===== config.mk =====
export PLATFORM = sky130hd
export DESIGN_NAME = vvl_back
export DESIGN_NICKNAME = d
export VERILOG_FILES = /design/src/hdl/vvl_pkg.sv /design/src/hdl/vvl_back.sv
export SDC_FILE = /design/constraint.sdc
export NUM_CORES = 2
export LEC_CHECK = 0
export BUFFER_PORTS_ARGS = -buffer_cell sky130_fd_sc_hd__buf_2
export CORE_MARGIN = 8
export CORE_UTILIZATION = 55
export CTS_BUF_LIST = sky130_fd_sc_hd__clkbuf_8 sky130_fd_sc_hd__clkbuf_16
export DETAILED_ROUTE_END_ITERATION = 8
export PLACE_DENSITY = 0.74
export SLEW_MARGIN = 10
export SYNTH_ARGS = -nofsm -noshare
export SYNTH_HDL_FRONTEND = slang
export SYNTH_SLANG_ARGS = --single-unit

===== constraint.sdc =====
create_clock -name clk -period 11.7 [get_ports clk]
set_clock_uncertainty 0.05 [all_clocks]
set_input_delay 2.34 -clock clk [delete_from_list [all_inputs] [get_ports clk]]
set_output_delay 2.34 -clock clk [all_outputs]
set_load 0.02 [all_outputs]

===== src/hdl/vvl_pkg.sv =====
// ----------------------------------------------------------------------------
// vvl_pkg
// Shared types, register indexes and constants of the velocity vector limiter.
// ----------------------------------------------------------------------------
package vvl_pkg;

  localparam int AXIS_WIDTH_DEF = 16;
  localparam int FIELD_W        = 16;
  localparam int OUT_W          = 32;
  localparam int CFG_IDX_W      = 3;
  localparam int CFG_DATA_W     = 16;
  localparam int SCALE_W        = 16;
  localparam int SPEED_W        = 16;
  localparam int RAD_W          = 64;

  localparam logic [SCALE_W-1:0] SCALE_RST = 16'd256;

  localparam logic [1:0] MODE_OFF   = 2'd0;
  localparam logic [1:0] MODE_CLAMP = 2'd1;
  localparam logic [1:0] MODE_NORM  = 2'd2;

  typedef enum logic [CFG_IDX_W-1:0] {
    REG_SCALE_X,
    REG_SCALE_Y,
    REG_SCALE_Z,
    REG_LIMIT_X,
    REG_LIMIT_Y,
    REG_LIMIT_Z,
    REG_LIMIT_MODE,
    REG_SPEED_AFTER
  } vvl_reg_t;

  typedef struct packed {
    logic signed [FIELD_W-1:0] axis_x;
    logic signed [FIELD_W-1:0] axis_y;
    logic signed [FIELD_W-1:0] axis_z;
    logic [FIELD_W-1:0]        speed_factor;
  } vvl_in_t;

  typedef struct packed {
    logic signed [OUT_W-1:0] out_x;
    logic signed [OUT_W-1:0] out_y;
    logic signed [OUT_W-1:0] out_z;
  } vvl_out_t;

  typedef struct packed {
    logic [2:0][SCALE_W-1:0] scale;
    logic [2:0][SCALE_W-1:0] limit;
    logic [1:0]              mode;
    logic                    after;
  } vvl_cfg_t;

  typedef struct packed {
    logic limited;
    logic after;
    logic clamp;
    logic norm;
  } vvl_flags_t;

  // Cycles from an accepted request to its result strobe.
  function automatic int vvl_latency(int axis_width);
    int vw;
    int qw;
    vw = axis_width + 17;
    qw = vw + ((axis_width <= 17) ? (17 - axis_width) : 0);
    return 4 + qw + 3 + (RAD_W / 2) + vw + 2;
  endfunction

endpackage


===== src/hdl/vvl_back.sv =====
// ----------------------------------------------------------------------------
// vvl_back
// Applies the speed factor where still due, rounds to Q16.16 and saturates.
// ----------------------------------------------------------------------------
module vvl_back #(
  parameter int AXIS_WIDTH = vvl_pkg::AXIS_WIDTH_DEF
) (
  input  logic                                  clk,
  input  logic                                  rst,
  input  logic                                  in_valid,
  input  logic [2:0][AXIS_WIDTH+16:0]           v,
  input  logic [2:0]                            neg,
  input  logic [vvl_pkg::SPEED_W-1:0]           speed,
  input  vvl_pkg::vvl_flags_t                   flags,
  output logic                                  out_valid,
  output vvl_pkg::vvl_out_t                     result
);
  import vvl_pkg::*;

  localparam int VW = AXIS_WIDTH + 17;
  localparam int WW = VW + 16;
  localparam int SH = AXIS_WIDTH + 6;

  logic [1:0]              vld;
  logic [2:0][WW-1:0]      w1;
  logic [2:0]              n1;
  logic [2:0][OUT_W-1:0]   o_n;
  vvl_out_t                res_q;

  always_comb begin
    logic [WW:0] rnd;
    logic [WW:0] mag;
    logic [OUT_W-1:0] sat;
    rnd = '0;
    mag = '0;
    sat = '0;
    for (int i = 0; i < 3; i++) begin
      rnd = (WW+1)'(w1[i]) + ((WW+1)'(1) << (SH - 1));
      mag = rnd >> SH;
      if (n1[i]) begin
        sat    = (mag > (WW+1)'(33'h1_0000_0000 >> 1)) ? 32'h8000_0000 : mag[OUT_W-1:0];
        o_n[i] = OUT_W'(0) - sat;
      end else begin
        sat    = (mag > (WW+1)'(32'h7FFF_FFFF)) ? 32'h7FFF_FFFF : mag[OUT_W-1:0];
        o_n[i] = sat;
      end
    end
  end

  always_ff @(posedge clk) begin
    if (rst) begin
      vld <= '0;
    end else begin
      vld <= {vld[0], in_valid};
    end
  end

  always_ff @(posedge clk) begin
    for (int i = 0; i < 3; i++) begin
      if (!flags.limited || flags.after) begin
        w1[i] <= WW'(v[i]) * WW'(speed);
      end else begin
        w1[i] <= WW'(v[i]) << 15;
      end
    end
    n1          <= neg;
    res_q.out_x <= o_n[0];
    res_q.out_y <= o_n[1];
    res_q.out_z <= o_n[2];
  end

  assign out_valid = vld[1];
  assign result    = res_q;

endmodule


==> qor.yml <==
outcome: "complete, no violations"
cp.arrival_ns: 9.72
hold_end: "vld[1]"
grt_max_degree: 100
io_pins: 222
clk_pin_slew_worst_paths_ns: 0.07
crit_buf_inv: 5
wl_per_cell_microns: 19.3
rsz0062_at_grt: "false"
synth_top_cell_by_area: "fa_1"
rrSetupSlack_ns: 8.22
vias_per_cell: 5.66
finalWirelength_microns: 155000
maxSlewViolCount: 0
globalRoute.totalOverflow: 0
synth.most_common_cell: "inv_1"
finalHoldViolations: 0
min_from: "vld[0]"
worstPathCellList: "buf_4 > buf_4 > nand2_1 > fa_1 > inv_1 > fa_1 > fa_1 > fa_1 > fa_1 > inv_1 > fa_1 > inv_1 > ha_1 > a21oi_1 > o21ai_0 > nor4bb_1 > o21ai_0 > and3_1 > o2111ai_1 > nor2_1 > o21a_1 > o31ai_1"
cts_buffers: 17
crit-reg2reg-launch: "w1[70]"
worst_hold_path_type: "reg2reg"
synth_seq_cells: 185
yosysUniqueCellTypes: 98
worst-path-max-fanout: 78
yosysWarnings: 0
crit_path_top_delay_cell: "buf_4"
ys_seq_area_share_pct: 6.38
grt_pass1_wl_microns: 257000
finalSetupTns_ns: 0
synth_edf_count: 0
via_count: 45500
avgSynthCellArea_sq_um: 8.61
die_w_microns: 341
worstSetupStartpointType: "input pin"
htree_levels: 4
die_area_sq_um: 116000
cts_resized: 0
synth.area.top_cells: "fa_1, inv_1, ha_1, nand2_1, and2_1"
grt_pass1_vias: 49400
critPathTopFamily: "adder cells"
worstPathRequired_ns: 12.08
final_nets: 8407
path_common_cell: "fa_1"
cts_sinks: 185
drt_iter0_drc: 3084
rr_endpoint: "result[62]"
seq_area_sq_um: 3700
fillers: 9292
hold_buffers: 0
syn_area_sq_um: 58100
drive_above_1_share_pct: 5.15
endpoint_kind: "flop"
slew_headroom_pct: 20.5
syn_inst: 6750
dr.pass1.iters: 8
post-route-period-util_pct: 79.9
drc: 0
clk_latency_ns: 0.52
synth_nets: 8528
detailed_place_hpwl_microns: 114000
cts_tree: "done"
core_sq_um: 105000
ys.flop_type: "dfxtp_1"
hold_path_depth: 1
clockBufferDepth: 2
maxCapViolations: 0
cts-root-buf: "clkbuf_16"
finalSetupViolations: 0
fin_crit_ns: 9.34
num_rows: 119
timing.fmax_mhz: 107
start_util_pct: 55.3
numPortBuffers: 219
synthArstFlopShare_pct: 0
grt_antenna_before_repair: 16
area_delta_synth_final_pct: 3.87
worst_slew_pin_slew_ns: 1.19
postRouteAntennaNets: 0
postCtsSetupBuffers: 0
synth_top_cells_by_count: "inv_1, fa_1, nand2_1"
multi_input_area_sq_um: 47800
grt_usage_pct: 27.4
die_h_microns: 341
max_stage_delay_ns: 0.83
synth_top_area_share_pct: 44.6
path_class: "in2reg"
gp_congestion: 0.917
ff2ff_path_depth: 8
## cells by family after synthesis
kind of cell	after synthesis	share of synthesized area [%]
AO/OA/AOI/OAI	634	7.06
buffers and inverters	1752	11.4
adder cells (fa/ha/maj)	1653	52.3
multiplexers	15	0.269
AND/OR/NAND/NOR	2267	18.8
XOR/XNOR	244	3.70
flip-flops	185	6.38
## routing by layer
| layer | part of all wire [%] | wire [microns] | global-route usage (%) | vias to the layer above |
|---|---|---|---|---|
| li1 | - | - | - | 20000 |
| met1 | 39 | 60600 | 34.5 | 23100 |
| met2 | 49 | 76500 | 47.0 | 1953 |
| met3 | 7.8 | 12100 | 4.80 | 401 |
| met4 | 3.8 | 5930 | 10.7 | 8 |
| met5 | 0.034 | 53 | 0 | - |
## final cells by class
cell class / instances / area share, %
diodes: 11 / 0.0456
clock inverters: 13 / 0.218
repair buffers: 247 / 2.31
well taps: 1391 / 2.88
flip-flops and latches: 185 / 6.14
multi-input cells: 4813 / 79.2
clock buffers: 19 / 0.751
inverters: 1365 / 8.49
## state kept, by name, summed over array words and instances (netlist names)
register	cells
w1	84
n1	3
vld	2
result	96
## worst max path at each step
stage / from / end / cells after the start
after floorplan: speed[1] / w1[146] / 24
after global placement: speed[10] / w1[43] / 22
after detailed placement: speed[10] / w1[43] / 22
after CTS: speed[10] / w1[43] / 22
after global routing: speed[10] / w1[91] / 21
final: speed[10] / w1[43] / 22
## placed cells by master (no fill, tap or decap), types with 36 or more instances in the layout
cell type | Yosys | routed
a21o_1 | 79 | 79
a21oi_1 | 198 | 198
a31oi_1 | 36 | 36
and2_1 | 634 | 634
and3_1 | 41 | 41
buf_2 | 19 | 205
buf_4 | 1 | 38
dfxtp_1 | 185 | 184
fa_1 | 1293 | 1293
ha_1 | 360 | 360
inv_1 | 1364 | 1364
nand2_1 | 1128 | 1128
nand3_1 | 80 | 80
nand4_1 | 40 | 40
nor2_1 | 174 | 174
nor3_1 | 52 | 52
o21ai_0 | 109 | 109
xnor2_1 | 157 | 157
xor2_1 | 86 | 86
## metrics by stage
stage                     area [sq um]  util (%)  setup WS [ns]  hold slack, ns  cells
final                            60300      57.5           2.36           0.401   8044
after global routing             60300      57.5           2.03           0.423   8039
after CTS                        60300      57.4           2.51           0.407   8033
after detailed placement         59700      56.9           1.93           0.396   8001
after global placement           59700      56.9           1.96           0.383   8001
after floorplan                  58100         -           2.93           0.364   6750
Power is not shown: default switching activity piles up to over one toggle a cycle in this logic, so the estimate is an artifact.
