File: src/hdl/vvl_pkg.sv
// ----------------------------------------------------------------------------
// vvl_pkg
// Shared types, register indexes and constants of the velocity vector limiter.
// ----------------------------------------------------------------------------
package vvl_pkg;

  localparam int AXIS_WIDTH_DEF = 16;
  localparam int FIELD_W        = 16;
  localparam int OUT_W          = 32;
  localparam int CFG_IDX_W      = 3;
  localparam int CFG_DATA_W     = 16;
  localparam int SCALE_W        = 16;
  localparam int SPEED_W        = 16;
  localparam int RAD_W          = 64;

  localparam logic [SCALE_W-1:0] SCALE_RST = 16'd256;

  localparam logic [1:0] MODE_OFF   = 2'd0;
  localparam logic [1:0] MODE_CLAMP = 2'd1;
  localparam logic [1:0] MODE_NORM  = 2'd2;

  typedef enum logic [CFG_IDX_W-1:0] {
    REG_SCALE_X,
    REG_SCALE_Y,
    REG_SCALE_Z,
    REG_LIMIT_X,
    REG_LIMIT_Y,
    REG_LIMIT_Z,
    REG_LIMIT_MODE,
    REG_SPEED_AFTER
  } vvl_reg_t;

  typedef struct packed {
    logic signed [FIELD_W-1:0] axis_x;
    logic signed [FIELD_W-1:0] axis_y;
    logic signed [FIELD_W-1:0] axis_z;
    logic [FIELD_W-1:0]        speed_factor;
  } vvl_in_t;

  typedef struct packed {
    logic signed [OUT_W-1:0] out_x;
    logic signed [OUT_W-1:0] out_y;
    logic signed [OUT_W-1:0] out_z;
  } vvl_out_t;

  typedef struct packed {
    logic [2:0][SCALE_W-1:0] scale;
    logic [2:0][SCALE_W-1:0] limit;
    logic [1:0]              mode;
    logic                    after;
  } vvl_cfg_t;

  typedef struct packed {
    logic limited;
    logic after;
    logic clamp;
    logic norm;
  } vvl_flags_t;

  // Cycles from an accepted request to its result strobe.
  function automatic int vvl_latency(int axis_width);
    int vw;
    int qw;
    vw = axis_width + 17;
    qw = vw + ((axis_width <= 17) ? (17 - axis_width) : 0);
    return 4 + qw + 3 + (RAD_W / 2) + vw + 2;
  endfunction

endpackage

File: src/hdl/vvl_sqrt.sv
// ----------------------------------------------------------------------------
// vvl_sqrt
// Pipelined integer square root, one root bit per stage, floor result.
// ----------------------------------------------------------------------------
module vvl_sqrt #(
  parameter int NB     = vvl_pkg::RAD_W,
  parameter int SIDE_W = 1
) (
  input  logic                  clk,
  input  logic                  rst,
  input  logic                  in_valid,
  input  logic [NB-1:0]         rad,
  input  logic [SIDE_W-1:0]     in_side,
  output logic                  out_valid,
  output logic [NB/2-1:0]       root,
  output logic [SIDE_W-1:0]     out_side
);

  localparam int RW = NB / 2;

  logic [RW:1]           vld_q;
  logic [RW+1:0]         rem_q  [1:RW];
  logic [RW-1:0]         root_q [1:RW];
  logic [NB-1:0]         rad_q  [1:RW];
  logic [SIDE_W-1:0]     sd_q   [1:RW];

  logic [RW+1:0]         cur_rem  [RW];
  logic [RW-1:0]         cur_root [RW];
  logic [NB-1:0]         cur_rad  [RW];
  logic [SIDE_W-1:0]     cur_sd   [RW];
  logic [RW+1:0]         rem_n    [RW];
  logic [RW-1:0]         root_n   [RW];

  always_comb begin
    logic [RW+3:0] rem_sh;
    logic [RW+3:0] trial;
    rem_sh      = '0;
    trial       = '0;
    cur_rem[0]  = '0;
    cur_root[0] = '0;
    cur_rad[0]  = rad;
    cur_sd[0]   = in_side;
    for (int j = 1; j < RW; j++) begin
      cur_rem[j]  = rem_q[j];
      cur_root[j] = root_q[j];
      cur_rad[j]  = rad_q[j];
      cur_sd[j]   = sd_q[j];
    end
    for (int j = 0; j < RW; j++) begin
      rem_sh = {cur_rem[j], cur_rad[j][NB-1:NB-2]};
      trial  = (RW+4)'({cur_root[j], 2'b01});
      if (rem_sh >= trial) begin
        rem_n[j]  = (RW+2)'(rem_sh - trial);
        root_n[j] = {cur_root[j][RW-2:0], 1'b1};
      end else begin
        rem_n[j]  = rem_sh[RW+1:0];
        root_n[j] = {cur_root[j][RW-2:0], 1'b0};
      end
    end
  end

  always_ff @(posedge clk) begin
    if (rst) begin
      vld_q <= '0;
    end else begin
      vld_q <= {vld_q[RW-1:1], in_valid};
    end
  end

  always_ff @(posedge clk) begin
    for (int j = 0; j < RW; j++) begin
      rem_q[j+1]  <= rem_n[j];
      root_q[j+1] <= root_n[j];
      rad_q[j+1]  <= cur_rad[j] << 2;
      sd_q[j+1]   <= cur_sd[j];
    end
  end

  assign out_valid = vld_q[RW];
  assign root      = root_q[RW];
  assign out_side  = sd_q[RW];

endmodule

File: config.mk
export PLATFORM = sky130hd
export DESIGN_NAME = vvl_sqrt
export DESIGN_NICKNAME = d
export VERILOG_FILES = /design/src/hdl/vvl_pkg.sv /design/src/hdl/vvl_sqrt.sv
export SDC_FILE = /design/constraint.sdc
export NUM_CORES = 2
export LEC_CHECK = 0
export BUFFER_PORTS_ARGS = -buffer_cell sky130_fd_sc_hd__buf_2
export CORE_UTILIZATION = 40
export CTS_CLUSTER_SIZE = 12
export DETAILED_ROUTE_END_ITERATION = 8
export PLACE_DENSITY = 0.6
export SLEW_MARGIN = 25
export SYNTH_ARGS = -nofsm -noshare
export SYNTH_HDL_FRONTEND = slang
export SYNTH_MEMORY_MAX_BITS = 65536
export SYNTH_SLANG_ARGS = --single-unit
File: constraint.sdc
create_clock -name clk -period 9.4 [get_ports clk]
set_input_delay 1.41 -clock clk [delete_from_list [all_inputs] [get_ports clk]]
set_output_delay 1.41 -clock clk [all_outputs]
set_load 0.005 [all_outputs]
==> metrics.log <==
[metrics] Max-Slew Margin vs Limit: 31.4%
[metrics] placed wire-length estimate after detailed placement: 153000 um
[metrics] asr flop ratio synth: 0%
[metrics] WS Path Type: reg2reg
[metrics] Hold Crit Depth: 0
[metrics] Period minus WS final: 3960 ps
[metrics] post-detailed-route DRC marker count: 0
[metrics] power per cell area: 269 nW/um2
[metrics] part of the cycle the worst path needs: 42.1%
[metrics] number of buffers inserted by port buffering: 101
[metrics] vias per cell: 4.99
[metrics] total overflow reported by the global router: 0
[metrics] number of nets in the finished design: 10141
[metrics] clock sink total: 2587
[metrics] worst clock skew: 70.8 ps
[metrics] worst-case reg-to-reg path depth: 12
[metrics] endpoint type of the worst setup path: flop
[metrics] overall fraction of global-route tracks in use: 16.8%
[metrics] RR Startpoint: root_q[0][864]
[metrics] DIE WIDTH: 488 um
[metrics] total number of H-tree levels: 5
[metrics] max-cap check violation count: 0
[metrics] initial core utilization: 40.4%
[metrics] post-layout power: 0.0289 W
[metrics] vertical die dimension: 488 um
[metrics] setup slack of the most critical reg-to-reg path: 5440 ps
[metrics] largest fanout of any net on the critical path: 46
[metrics] post-cts resize count: 0
[metrics] Final GP Congestion: 0.906
[metrics] final sum of negative setup slack: 0 ps
[metrics] Die Footprint: 238000 um2
[metrics] first-iteration detailed-routing DRC count: 3700
[metrics] static leakage power: 49.9 nW
[metrics] Worst-Margin Slew: 1000 ps
[metrics] endpoint of the worst register-to-register path: rem_q[0][958]
[metrics] total via count in the routed design: 63864
[metrics] Final Setup Violations: 0
[metrics] clock root buffer: sky130_fd_sc_hd__clkbuf_16
[metrics] clock tree from TritonCTS: built
[metrics] most common library cell in the layout ignoring fill and taps: sky130_fd_sc_hd__dfxtp_1
[metrics] distinct cell type count of the synthesized netlist: 96
[metrics] total detailed-routing wirelength: 202000 um
[metrics] Peak VDD IR: 0.000178 V
[metrics] top library cells by usage in the layout, fill and taps aside: sky130_fd_sc_hd__dfxtp_1 (2587), sky130_fd_sc_hd__inv_1 (728), sky130_fd_sc_hd__nand2_1 (604)
[metrics] Hold/Removal Path Class: reg2reg
[metrics] wire length of the first global-routing pass: 325000 um
[metrics] std cell rows: 177
[metrics] WP data required: 10180 ps
[metrics] placeable core area: 233000 um2
[metrics] clock-pin slew reported for the worst setup and hold paths after clock tree synthesis: 60 ps
[metrics] Post-CTS Setup Repair Bufs: 0
[metrics] drt pass-1 iters: 5
[metrics] ports placed on the boundary: 102
[metrics] final-layout fill cell count: 21922
[metrics] hold violation count in the final report: 0
[metrics] Wirelength per Cell: 15.8 um
[metrics] share of final-layout standard cells stronger than drive strength 1: 7.26%
[metrics] number of synthesis warnings: 0
[metrics] Clock Latency Late Sink: 920 ps
[metrics] CTS Buffer Depth: 4
[metrics] register area share after synthesis: 54.9%
[metrics] Syn Std Cell Area: 94300 um2
[metrics] number of buffers inserted by hold repair at cts: 0
[metrics] antenna violations before repair: 3
[metrics] run status: finished, final reports clean
[metrics] mean instance size in the synthesized netlist: 10.2 um2
[metrics] final count of pins violating max slew: 0
[metrics] data arrival time of the worst path: 4740 ps
[metrics] area added between synthesis and finish: 13.6%
[metrics] end point of the most critical hold path: rad_q[0][649]
[metrics] Synth Net Count: 9901
[metrics] antenna violation net count after detailed routing: 0
[metrics] vias in the first global route: 63252
[metrics] unrepaired setup endpoints after global routing: no
[metrics] Worst Min Path Start: rad_q[0][585]
[metrics] kind of start point of the critical path: flop
[metrics] synthesized instance count: 9271
[metrics] count of flip-flops with a built-in enable after synthesis: 0
[metrics] FF+latch count, synth: 2587
[metrics] maximum clock frequency: 253 MHz
[metrics] Most used DFF post-synth: sky130_fd_sc_hd__dfxtp_1
[metrics] largest net degree at the start of global routing: 63
[metrics] number of buffers added by the clock tree synthesis step: 290
==> where the power goes <==
part / total, W / internal [W] / switching (W)
sequential: 0.0141 / 0.0127 / 0.00137
clock: 0.0104 / 0.00634 / 0.00408
combinational: 0.00436 / 0.00197 / 0.00238
==> layout make-up <==
type	instances	area, um2	share of cell area, %
flip-flops and latches	2587	51800	48.3
multi-input cells	5776	39200	36.6
clock buffers	390	8210	7.66
well taps	3132	3920	3.66
inverters	731	2740	2.56
repair buffers	125	686	0.640
clock inverters	46	568	0.530
diodes	5	12.5	0.0117
==> kinds of logic after synthesis <==
kind of cell,count (synthesis),share of synthesized area (%)
xor+xnor,829,7.70
compound gates,1878,12.4
fa+ha+maj,562,7.46
simple gates,2417,12.8
buf+inv,908,3.65
mux,89,1.04
other cells,1,0.00398
flops,2587,54.9
==> cell usage after synthesis (all sizes together), types with 154 or more instances <==
cell	instances	share of area, %
dfxtp	2587	55
inv	731	2.9
nand2	605	2.4
a21oi	591	3.1
nor2	566	2.3
ha	562	7.5
o21ai	468	2.5
xnor2	434	4.0
xor2	395	3.7
a21o	272	2.2
nor3	227	1.2
nand3	154	0.82
==> how the worst max path moves through the flow <==
stage	end	cells past startpoint	startpoint	slack [ps]
2_1_floorplan	rem_q[0][880]	12	root_q[0][787]	6190
3_3_place_gp	rem_q[0][979]	12	root_q[0][864]	5560
3_5_place_dp	rem_q[0][979]	12	root_q[0][864]	5510
4_1_cts	rem_q[0][958]	12	root_q[0][864]	5490
5_1_grt	rem_q[0][983]	13	root_q[0][864]	5140
6_report	rem_q[0][958]	12	root_q[0][864]	5440
==> routing by layer <==
| metal | global-route usage (%) | share of wire [%] |
|---|---|---|
| met1 | 20.5 | 44 |
| met2 | 29.5 | 49 |
| met3 | 2.66 | 4.2 |
| met4 | 6.06 | 3.0 |
| met5 | 0 | 0 |
==> stage by stage <==
step	util, %	hold slack (ps)	cells	setup slack (ps)	cell area (um2)
global placement	42.1	310	12351	5560	98300
detailed placement	42.1	312	12351	5510	98300
global route	45.9	277	12790	5140	107000
finish	45.9	266	12792	5440	107000
CTS	45.9	263	12787	5490	107000
floorplan	-	310	9271	6190	94300
==> state kept, by name, indices dropped and copies added (netlist names) <==
register / flops
vld_q: 32
root_q: 528
rad_q: 992
sd_q: 32
rem_q: 1003
==> worst max-delay path, stage by stage, from the launching register on <==
cell and delay, ps:
sky130_fd_sc_hd__dfxtp_1 320, sky130_fd_sc_hd__inv_1 40, sky130_fd_sc_hd__ha_1 340, sky130_fd_sc_hd__nor2b_1 160, sky130_fd_sc_hd__o21ai_0 230, sky130_fd_sc_hd__a21boi_0 240, sky130_fd_sc_hd__o31ai_1 450, sky130_fd_sc_hd__or4b_2 630
sky130_fd_sc_hd__o311ai_1 100, sky130_fd_sc_hd__buf_4 190, sky130_fd_sc_hd__a31o_2 360, sky130_fd_sc_hd__inv_2 380, sky130_fd_sc_hd__mux2_2 390
Power figures use the tool's default switching activity.
